[src/hw/rtl/ucdc_pkg.sv]
// ----------------------------------------------------------------------------
// ucdc_pkg
// Shared types, codes and descriptor tables of the CDC-ACM control responder.
// ----------------------------------------------------------------------------
package ucdc_pkg;

   localparam int unsigned MAX_PACKET = 64;

   localparam logic [2:0] CMD_BUS_RESET = 3'd0;
   localparam logic [2:0] CMD_SETUP     = 3'd1;
   localparam logic [2:0] CMD_OUT_DATA  = 3'd2;
   localparam logic [2:0] CMD_IN_DONE   = 3'd3;
   localparam logic [2:0] CMD_DATA_BYTE = 3'd4;

   localparam logic [2:0] ACT_DATA   = 3'd0;
   localparam logic [2:0] ACT_ZLP    = 3'd1;
   localparam logic [2:0] ACT_STALL  = 3'd2;
   localparam logic [2:0] ACT_ARM    = 3'd3;
   localparam logic [2:0] ACT_ADDR   = 3'd4;
   localparam logic [2:0] ACT_ENABLE = 3'd5;
   localparam logic [2:0] ACT_NONE   = 3'd6;

   localparam logic [1:0] REG_VENDOR_ID  = 2'd0;
   localparam logic [1:0] REG_PRODUCT_ID = 2'd1;
   localparam logic [1:0] REG_TOUCH_BAUD = 2'd2;

   localparam logic [1:0] KIND_STANDARD = 2'd0;
   localparam logic [1:0] KIND_CLASS    = 2'd1;

   localparam logic [7:0] REQ_GET_STATUS    = 8'h00;
   localparam logic [7:0] REQ_CLEAR_FEATURE = 8'h01;
   localparam logic [7:0] REQ_SET_ADDRESS   = 8'h05;
   localparam logic [7:0] REQ_GET_DESC      = 8'h06;
   localparam logic [7:0] REQ_GET_CONFIG    = 8'h08;
   localparam logic [7:0] REQ_SET_CONFIG    = 8'h09;
   localparam logic [7:0] REQ_GET_IFACE     = 8'h0A;
   localparam logic [7:0] REQ_SET_IFACE     = 8'h0B;
   localparam logic [7:0] REQ_SET_CODING    = 8'h20;
   localparam logic [7:0] REQ_GET_CODING    = 8'h21;
   localparam logic [7:0] REQ_LINE_STATE    = 8'h22;
   localparam logic [7:0] REQ_SEND_BREAK    = 8'h23;

   localparam logic [2:0] SRC_NONE   = 3'd0;
   localparam logic [2:0] SRC_DEVICE = 3'd1;
   localparam logic [2:0] SRC_CONFIG = 3'd2;
   localparam logic [2:0] SRC_STR0   = 3'd3;
   localparam logic [2:0] SRC_CODING = 3'd7;

   localparam logic [55:0] CODING_DEFAULT = 56'h08_0000_0001_C200;

   localparam logic [7:0] CFG_ROM [67] = '{
      8'd9, 8'h02, 8'd67, 8'h00, 8'd2, 8'd1, 8'd0, 8'h80, 8'd50,
      8'd9, 8'h04, 8'd0, 8'd0, 8'd1, 8'h02, 8'h02, 8'h01, 8'd0,
      8'd5, 8'h24, 8'h00, 8'h10, 8'h01,
      8'd5, 8'h24, 8'h01, 8'h00, 8'd1,
      8'd4, 8'h24, 8'h02, 8'h02,
      8'd5, 8'h24, 8'h06, 8'd0, 8'd1,
      8'd7, 8'h05, 8'h81, 8'h03, 8'd8, 8'h00, 8'h10,
      8'd9, 8'h04, 8'd1, 8'd0, 8'd2, 8'h0A, 8'h00, 8'h00, 8'd0,
      8'd7, 8'h05, 8'h02, 8'h02, 8'd64, 8'h00, 8'h00,
      8'd7, 8'h05, 8'h82, 8'h02, 8'd64, 8'h00, 8'h00
   };

   localparam logic [7:0] DEV_ROM [18] = '{
      8'd18, 8'h01, 8'h00, 8'h02, 8'h02, 8'h00, 8'h00, 8'd0,
      8'd0, 8'd0, 8'd0, 8'd0, 8'h00, 8'h02, 8'd1, 8'd2, 8'd3, 8'd1
   };

   localparam logic [7:0] SRC_LEN [8] = '{8'd0, 8'd18, 8'd67, 8'd4, 8'd20, 8'd26, 8'd10, 8'd7};

   localparam logic [71:0] VENDOR_TEXT  = "USB-MAKER";
   localparam logic [95:0] PRODUCT_TEXT = "SERIAL + DFU";
   localparam logic [31:0] SERIAL_TEXT  = "0001";
   localparam logic [31:0] TOKEN_TEXT   = "DFU!";
   localparam logic [7:0]  BOOT_CHAR    = "R";

   typedef struct packed {
      logic [2:0]  cmd;
      logic [7:0]  request_type;
      logic [7:0]  request_code;
      logic [15:0] request_value;
      logic [15:0] request_length;
      logic [9:0]  out_count;
      logic [55:0] line_coding_in;
      logic [7:0]  stream_byte;
   } req_payload_type;

   typedef struct packed {
      logic [2:0] action;
      logic [7:0] tx_byte;
      logic       last;
      logic [6:0] device_address;
      logic       boot_request;
   } rsp_payload_type;

   function automatic logic [7:0] text_byte(logic [1:0] sel, logic [6:0] off);
      logic [6:0] idx;
      logic [6:0] n;
      logic [7:0] ch;
      idx = 7'((off - 7'd2) >> 1);
      case (sel)
         2'd0: n = 7'd9;
         2'd1: n = 7'd12;
         default: n = 7'd4;
      endcase
      case (sel)
         2'd0: ch = VENDOR_TEXT[8 * (8 - 32'(idx[3:0])) +: 8];
         2'd1: ch = PRODUCT_TEXT[8 * (11 - 32'(idx[3:0])) +: 8];
         default: ch = SERIAL_TEXT[8 * (3 - 32'(idx[1:0])) +: 8];
      endcase
      if (off == 7'd0) begin
         return 8'(2 + 2 * n);
      end else if (off == 7'd1) begin
         return 8'h03;
      end else if (off[0] || idx >= n) begin
         return 8'h00;
      end
      return ch;
   endfunction

   function automatic logic [7:0] rom_byte(logic [2:0] src, logic [6:0] off,
                                          logic [15:0] vid, logic [15:0] pid,
                                          logic [55:0] coding);
      case (src)
         SRC_DEVICE: begin
            if (off >= 7'd18) return 8'h00;
            if (off == 7'd7) return 8'(MAX_PACKET);
            if (off == 7'd8) return vid[7:0];
            if (off == 7'd9) return vid[15:8];
            if (off == 7'd10) return pid[7:0];
            if (off == 7'd11) return pid[15:8];
            return DEV_ROM[off[4:0]];
         end
         SRC_CONFIG: return (off < 7'd67) ? CFG_ROM[off] : 8'h00;
         3'd3: begin
            case (off)
               7'd0: return 8'd4;
               7'd1: return 8'h03;
               7'd2: return 8'h09;
               7'd3: return 8'h04;
               default: return 8'h00;
            endcase
         end
         3'd4: return text_byte(2'd0, off);
         3'd5: return text_byte(2'd1, off);
         3'd6: return text_byte(2'd2, off);
         SRC_CODING: return (off < 7'd7) ? coding[8 * 32'(off[2:0]) +: 8] : 8'h00;
         default: return 8'h00;
      endcase
   endfunction

endpackage

[src/hw/rtl/usb_cdc_control_responder_unit.sv]
// The first result of an accepted transaction is registered from the S_FIX0 or S_DATA
// state that the accept enters, once the output slot is free. Throughput: one result
// per cycle while rsp_ready keeps the output free; a full packet holds up to 64 bytes.
// The block takes no new item until all results of the current one are sent.
// Reset is synchronous: it restores the register defaults and 115200 8N1.
// ----------------------------------------------------------------------------
// usb_cdc_control_responder_unit
// Endpoint-0 responder for a CDC-ACM device: decodes each bus event and
// emits its replies one result per cycle, unless rsp_ready stalls it, through a registered output.
// ----------------------------------------------------------------------------
module usb_cdc_control_responder_unit (
   input  logic                      clock,
   input  logic                      reset,
   input  logic                      req_valid,
   output logic                      req_ready,
   input  ucdc_pkg::req_payload_type req_data,
   output logic                      rsp_valid,
   input  logic                      rsp_ready,
   output ucdc_pkg::rsp_payload_type rsp_data,
   input  logic                      csr_we,
   input  logic [1:0]                csr_index,
   input  logic [21:0]               csr_wdata
);
   import ucdc_pkg::*;

   typedef enum logic [1:0] {S_IDLE, S_FIX0, S_FIX1, S_DATA} state_type;

   state_type       state_ff;
   logic [15:0]     vid_ff, pid_ff;
   logic [21:0]     touch_ff;
   logic [6:0]      rem_ff, off_ff, apend_ff, cnt_ff, n_ff;
   logic [2:0]      src_ff;
   logic            await_ff, boot_ff, small_ff, b0_ff, two_ff;
   logic [55:0]     coding_ff;
   logic [1:0]      prog_ff;
   logic [2:0]      act0_ff, act1_ff;
   logic [6:0]      addr_ff;
   logic            rsp_valid_ff;
   rsp_payload_type rsp_ff;

   logic [6:0]  rem_in, off_in, apend_in, n_in;
   logic [2:0]  src_in, act0_in, act1_in;
   logic        await_in, boot_in, small_in, b0_in, two_in, data_in;
   logic [55:0] coding_in;
   logic [1:0]  prog_in;
   logic [6:0]  addr_in;
   logic [6:0]  len;
   logic [7:0]  dtype, didx;
   logic        accept, slot_free;
   logic [7:0]  byte_sel;

   assign accept    = req_valid && req_ready;
   assign slot_free = !rsp_valid_ff || rsp_ready;
   assign req_ready = (state_ff == S_IDLE) && !rsp_valid_ff;
   assign rsp_valid = rsp_valid_ff;
   assign rsp_data  = rsp_ff;
   assign dtype     = req_data.request_value[15:8];
   assign didx      = req_data.request_value[7:0];

   always_comb begin
      rem_in    = rem_ff;
      off_in    = off_ff;
      src_in    = src_ff;
      apend_in  = apend_ff;
      await_in  = await_ff;
      coding_in = coding_ff;
      boot_in   = boot_ff;
      prog_in   = prog_ff;
      act0_in   = ACT_NONE;
      act1_in   = ACT_ARM;
      two_in    = 1'b0;
      addr_in   = '0;
      data_in   = 1'b0;
      small_in  = 1'b0;
      b0_in     = 1'b0;
      len       = '0;
      case (req_data.cmd)
         CMD_BUS_RESET: begin
            rem_in   = '0;
            off_in   = '0;
            src_in   = SRC_NONE;
            apend_in = '0;
            await_in = 1'b0;
            act0_in  = ACT_ADDR;
         end
         CMD_SETUP: begin
            await_in = 1'b0;
            rem_in   = '0;
            off_in   = '0;
            src_in   = SRC_NONE;
            act0_in  = ACT_STALL;
            if (req_data.request_type[6:5] == KIND_STANDARD) begin
               case (req_data.request_code)
                  REQ_GET_DESC: begin
                     if (dtype == 8'd1) begin
                        src_in = SRC_DEVICE;
                        data_in = 1'b1;
                     end else if (dtype == 8'd2) begin
                        src_in = SRC_CONFIG;
                        data_in = 1'b1;
                     end else if (dtype == 8'd3 && didx <= 8'd3) begin
                        src_in = 3'(SRC_STR0 + didx[2:0]);
                        data_in = 1'b1;
                     end
                  end
                  REQ_SET_ADDRESS: begin
                     apend_in = req_data.request_value[6:0];
                     act0_in  = ACT_ZLP;
                  end
                  REQ_SET_CONFIG: begin
                     if (req_data.request_value != 16'd0) begin
                        act0_in = ACT_ENABLE;
                        act1_in = ACT_ZLP;
                        two_in  = 1'b1;
                     end else begin
                        act0_in = ACT_ZLP;
                     end
                  end
                  REQ_GET_CONFIG: begin
                     small_in = 1'b1;
                     b0_in    = 1'b1;
                     len      = 7'd1;
                  end
                  REQ_GET_STATUS: begin
                     small_in = 1'b1;
                     len      = 7'd2;
                  end
                  REQ_GET_IFACE: begin
                     small_in = 1'b1;
                     len      = 7'd1;
                  end
                  REQ_CLEAR_FEATURE, REQ_SET_IFACE: act0_in = ACT_ZLP;
                  default: act0_in = ACT_STALL;
               endcase
            end else if (req_data.request_type[6:5] == KIND_CLASS) begin
               case (req_data.request_code)
                  REQ_SET_CODING: begin
                     await_in = 1'b1;
                     act0_in  = ACT_ARM;
                  end
                  REQ_GET_CODING: begin
                     src_in  = SRC_CODING;
                     data_in = 1'b1;
                  end
                  REQ_LINE_STATE: begin
                     if (!req_data.request_value[0] &&
                         coding_ff[31:0] == {10'd0, touch_ff}) begin
                        boot_in = 1'b1;
                     end
                     act0_in = ACT_ZLP;
                  end
                  REQ_SEND_BREAK: act0_in = ACT_ZLP;
                  default: act0_in = ACT_STALL;
               endcase
            end
            if (data_in) begin
               len = SRC_LEN[src_in][6:0];
               off_in = '0;
               rem_in = (req_data.request_length < {9'd0, len}) ?
                        req_data.request_length[6:0] : len;
            end else if (small_in) begin
               rem_in = '0;
               if (req_data.request_length < {9'd0, len}) begin
                  len = req_data.request_length[6:0];
               end
            end
         end
         CMD_OUT_DATA: begin
            act0_in = ACT_ARM;
            if (await_ff && req_data.out_count >= 10'd7) begin
               coding_in = req_data.line_coding_in;
               await_in  = 1'b0;
               act0_in   = ACT_ZLP;
               two_in    = 1'b1;
            end
         end
         CMD_IN_DONE: begin
            act0_in = ACT_ARM;
            if (rem_ff != '0) begin
               data_in = 1'b1;
            end else if (apend_ff != '0) begin
               act0_in  = ACT_ADDR;
               addr_in  = apend_ff;
               two_in   = 1'b1;
               apend_in = '0;
            end
         end
         CMD_DATA_BYTE: begin
            if (req_data.stream_byte == BOOT_CHAR) begin
               boot_in = 1'b1;
            end else if (req_data.stream_byte == TOKEN_TEXT[8 * (3 - 32'(prog_ff)) +: 8]) begin
               if (prog_ff == 2'd3) begin
                  prog_in = 2'd0;
                  boot_in = 1'b1;
               end else begin
                  prog_in = 2'(prog_ff + 2'd1);
               end
            end else begin
               prog_in = (req_data.stream_byte == TOKEN_TEXT[31:24]) ? 2'd1 : 2'd0;
            end
         end
         default: act0_in = ACT_NONE;
      endcase
      if (small_in) begin
         n_in = len;
         if (len == '0) begin
            small_in = 1'b0;
            act0_in  = ACT_ZLP;
         end
      end else begin
         n_in = (rem_in >= 7'(MAX_PACKET)) ? 7'(MAX_PACKET) : rem_in;
         if (data_in && n_in == '0) begin
            data_in = 1'b0;
            act0_in = ACT_ZLP;
         end
      end
   end

   always_comb begin
      if (small_ff) begin
         byte_sel = (cnt_ff == '0 && b0_ff) ? 8'd1 : 8'd0;
      end else begin
         byte_sel = rom_byte(src_ff, off_ff, vid_ff, pid_ff, coding_ff);
      end
   end

   always_ff @(posedge clock) begin
      if (reset) begin
         state_ff     <= S_IDLE;
         vid_ff       <= 16'd1155;
         pid_ff       <= 16'd22336;
         touch_ff     <= 22'd1200;
         rem_ff       <= '0;
         off_ff       <= '0;
         src_ff       <= SRC_NONE;
         apend_ff     <= '0;
         await_ff     <= 1'b0;
         coding_ff    <= CODING_DEFAULT;
         boot_ff      <= 1'b0;
         prog_ff      <= '0;
         cnt_ff       <= '0;
         rsp_valid_ff <= 1'b0;
      end else begin
         if (csr_we) begin
            case (csr_index)
               REG_VENDOR_ID:  vid_ff   <= csr_wdata[15:0];
               REG_PRODUCT_ID: pid_ff   <= csr_wdata[15:0];
               REG_TOUCH_BAUD: touch_ff <= csr_wdata;
               default: ;
            endcase
         end
         if (rsp_valid_ff && rsp_ready) begin
            rsp_valid_ff <= 1'b0;
         end
         case (state_ff)
            S_IDLE: begin
               if (accept) begin
                  rem_ff    <= rem_in;
                  off_ff    <= off_in;
                  src_ff    <= src_in;
                  apend_ff  <= apend_in;
                  await_ff  <= await_in;
                  coding_ff <= coding_in;
                  boot_ff   <= boot_in;
                  prog_ff   <= prog_in;
                  act0_ff   <= act0_in;
                  act1_ff   <= act1_in;
                  two_ff    <= two_in;
                  addr_ff   <= addr_in;
                  small_ff  <= small_in;
                  b0_ff     <= b0_in;
                  n_ff      <= n_in;
                  cnt_ff    <= '0;
                  state_ff  <= (data_in || small_in) ? S_DATA : S_FIX0;
               end
            end
            S_FIX0: begin
               if (slot_free) begin
                  rsp_valid_ff <= 1'b1;
                  rsp_ff       <= '{action: act0_ff, tx_byte: 8'd0, last: !two_ff,
                                    device_address: addr_ff, boot_request: boot_ff};
                  state_ff     <= two_ff ? S_FIX1 : S_IDLE;
               end
            end
            S_FIX1: begin
               if (slot_free) begin
                  rsp_valid_ff <= 1'b1;
                  rsp_ff       <= '{action: act1_ff, tx_byte: 8'd0, last: 1'b1,
                                    device_address: 7'd0, boot_request: boot_ff};
                  state_ff     <= S_IDLE;
               end
            end
            S_DATA: begin
               if (slot_free) begin
                  rsp_valid_ff <= 1'b1;
                  rsp_ff       <= '{action: ACT_DATA, tx_byte: byte_sel,
                                    last: (cnt_ff == 7'(n_ff - 7'd1)),
                                    device_address: 7'd0, boot_request: boot_ff};
                  cnt_ff       <= 7'(cnt_ff + 7'd1);
                  if (!small_ff) begin
                     off_ff <= 7'(off_ff + 7'd1);
                     rem_ff <= 7'(rem_ff - 7'd1);
                  end
                  if (cnt_ff == 7'(n_ff - 7'd1)) begin
                     state_ff <= S_IDLE;
                  end
               end
            end
            default: state_ff <= S_IDLE;
         endcase
      end
   end

endmodule

[config.mk]
export PLATFORM = sky130hd
export DESIGN_NAME = usb_cdc_control_responder_unit
export DESIGN_NICKNAME = d
export VERILOG_FILES = /design/src/hw/rtl/ucdc_pkg.sv /design/src/hw/rtl/usb_cdc_control_responder_unit.sv
export SDC_FILE = /design/constraint.sdc
export NUM_CORES = 1
export LEC_CHECK = 0
export CAP_MARGIN = 10
export CORE_MARGIN = 2
export CORE_UTILIZATION = 25
export DETAILED_ROUTE_END_ITERATION = 12
export DONT_BUFFER_PORTS = 1
export SLEW_MARGIN = 0
export SYNTH_ARGS = -nofsm -noshare
export SYNTH_HDL_FRONTEND = slang
export SYNTH_SLANG_ARGS = --single-unit
[constraint.sdc]
create_clock -name clock -period 4.3 [get_ports clock]
set_input_delay 0.43 -clock clock [delete_from_list [all_inputs] [get_ports clock]]
set_output_delay 0.43 -clock clock [all_outputs]
set_load 0.005 [all_outputs]
==> flow_summary.toml <==
[critical_path]
arrival_ps = 4180
critPathMaxStageDelay_ps = 570
cp_slowest_cell = "or4_1"
critPathLaunchType = "input pin"
crit_path_end_kind = "register"
critical_path.cell_chain = "or4_1 -> nor3_1 -> nand3_1 -> nand2_1 -> ha_1 -> nand2_1 -> o21ai_0 -> ha_1 -> a211o_1 -> a31o_2 -> or4_4 -> o21a_4 -> o21ai_4 -> mux2_2 -> a22oi_1 -> o21ai_1"
crit_type = "input pin to register"
critPathTopFamily = "simple AND/OR/NAND/NOR gates"
critPathBufInv = 0
cp_max_fo = 4
required_ps = 4500

[synthesis]
synthAdderAreaFrac_pct = 4.21
synth_area_sq_mm = 0.0113
synth-simple-area-share_pct = 28.2
ys_types = 83
synth_top_family_by_area = "simple AND/OR/NAND/NOR gates"
synthMuxAreaShare_pct = 3.57
async_flop_share_pct = 0
synth_flop_cell = "dfxtp_1"
yosys_warnings = 0
yosysSeqAreaShare_pct = 37.1
synthCells = 1434
synth_edf_count = 41
synth_fp_nets = 1626
synthXorXnorAreaFrac_pct = 3.72
synth-compound-area-share_pct = 18.8
synth-seq-cells = 189
syn_avg_cell_area_sq_um = 7.88

[pwr]
ir_drop_mv = 0.208
p_per_area_mw_per_mm2 = 310
p_leak_uw = 0.00421

[placement]
place_congestion = 0.899
pre_cts_ws_ps = -130
dp_cells = 1975
place_hpwl_um = 28100
port_buffers = 0

[sta]
postLayoutSetupSlackWorst_ps = 321
final-setup-viol-count = 0
rsz0062_at_grt = "false"
drv_slew = 0
hold_viol = 0
skew_ps = 22.0
fin_crit_ps = 3980
fmaxAchievable_mhz = 251
timing.final.crit_share_pct = 92.5
worst_pin_slew_ps = 1120
whs_ps = 83.0
slew_headroom_pct = 25.1
fin_tns_setup_ps = 0

[clocking]
clk_pin_slew_ps = 90
cts-buffers-inserted = 17
cts_tree = "done"
cts_setup_buffers = 0
cts_buffer_depth = 2
cts_num_sinks = 189
cts-htree-levels = 4
cts_resized = 0
hold_buffers = 0
insertion_delay_ps = 480
cts-root-buf = "clkbuf_16"

[routing]
dr.pass1.iters = 5
totalWireLength_um = 36800
wl_per_cell_um = 18.4
vias = 10300
drc_errors = 0
first_iter_violations = 944
ant_nets = 0
via_per_inst = 5.15

[global_routing]
grt_pass1_wl_um = 57200
antenna_found_initial = 0
grt_pass1_vias = 9855
grt_util_all_layers_pct = 15.6
grt_max_degree = 147
overflow = 0

[hold_path]
holdCritPathClass = "input pin to register"

[die]
die_width_um = 217
start_util_pct = 25.4
dieArea_sq_mm = 0.0469
die_y_um = 217
core_sq_mm = 0.0444
ios = 176
fp-row-count = 77

[cells_and_area]
areaGrowthSynthToFinish_pct = 11.7
layout-drive-gt1-share_pct = 8.06
fill_cells = 4709
diodes = 0
layout.cells.non_filler = 2007
fin_util_pct = 28.4
final_nets = 1594

[run]
max-cap-violations = 0

[status]
outcome = "completed"
## synth_stat cells, types with 12 or more instances
library cell	count	share of area, %
nand4_1	31	1.7
nor2_1	98	3.3
nand2b_1	18	1.0
and2_1	15	0.83
nand3b_1	26	1.7
inv_1	40	1.3
xnor2_1	36	2.8
a21oi_1	156	6.9
edfxtp_1	41	11
xor2_1	12	0.93
dfxtp_1	148	26
ha_1	38	4.2
clkbuf_1	74	2.5
nor4_1	16	0.89
and3_1	16	0.89
nor2b_1	16	0.89
a31oi_1	21	1.2
nand3_1	29	1.3
nor3_1	40	1.8
o21ai_0	59	2.6
nand2_1	298	9.9
## final timing paths
path                                              start                    endpoint  slack, ps  depth (start not counted)
worst max-delay path                      req_data[111]           n_ff[0]$_DFFE_PP_        320                         16
worst min-delay path                       req_data[42]  coding_ff[34]$_SDFFE_PP0P_         80                          2
worst max register to register   off_ff[3]$_SDFFE_PP0P_       rsp_data[9]$_DFFE_PP_        810                         11
worst min register to register  pid_ff[15]$_SDFFE_PP0P_     pid_ff[15]$_SDFFE_PP0P_        460                          2
## cell usage in the layout (no fill, tap or decap), types with 7 or more instances in the layout
master / instances
buf_4: 38
nand2b_1: 18
mux2i_1: 11
nor4_1: 16
o2111ai_1: 9
a311oi_1: 8
and2_1: 15
nand2_1: 298
mux4_2: 8
o22ai_1: 7
edfxtp_1: 41
a31oi_1: 21
xor2_1: 12
mux2_2: 9
nor3_1: 39
inv_1: 40
a21oi_1: 156
and3_1: 16
nand3b_1: 26
ha_1: 38
xnor2_1: 36
nor2_1: 97
nor2b_1: 16
or3_1: 9
dfxtp_1: 148
o21ai_0: 59
nand4_1: 31
nand3_1: 28
o211ai_1: 9
a221oi_1: 8
a211oi_1: 8
clkbuf_16: 17
## per-layer routing
layer | part of all wire (%) | track usage, %
met2 | 47 | 25.3
met1 | 44 | 19.5
met3 | 6.5 | 4.59
met5 | 0 | 0
met4 | 3.1 | 5.66
## per-stage QoR
stage / area (sq um) / power (uW)
6_report: 12600 / 3910
5_1_grt: 12600 / 4060
4_1_cts: 12600 / 3950
3_5_place_dp: 12000 / 2290
3_3_place_gp: 12000 / 2280
2_1_floorplan: 11300 / 2210
## power by group
group          internal [uW]  leakage [uW]  switching (uW)  total, uW
Sequential              1880       0.00158            50.1       1930
Combinational            117       0.00232             198        315
Clock                    922      0.000307             738       1660
## registers in the layout, summed over array words and instances, names as in the netlist, 16 cells and up
register / flops
coding_ff: 56
touch_ff: 22
rsp_data: 20
pid_ff: 16
vid_ff: 16
## cell type report
| cell class | instances | area, sq um | share of cell area (%) |
|---|---|---|---|
| Clock buffer | 21 | 470 | 3.73 |
| Clock inverter | 11 | 145 | 1.15 |
| Inverter | 41 | 154 | 1.22 |
| Multi-Input combinational cell | 1115 | 6630 | 52.5 |
| Sequential cell | 189 | 4190 | 33.2 |
| Tap cell | 592 | 741 | 5.87 |
| Timing Repair Buffer | 38 | 285 | 2.26 |
## kinds of logic (layout without fill, tap and decap cells)
logic type,Yosys count,in the layout
AOI/OAI and AO/OA,346,346
xor gates and xnor gates,48,48
adders and majority gates,38,38
buffers and inverters,130,111
DFF,189,189
muxes,29,29
and+or+nand+nor,654,654
No activity file was read; power rests on OpenSTA's default activity.
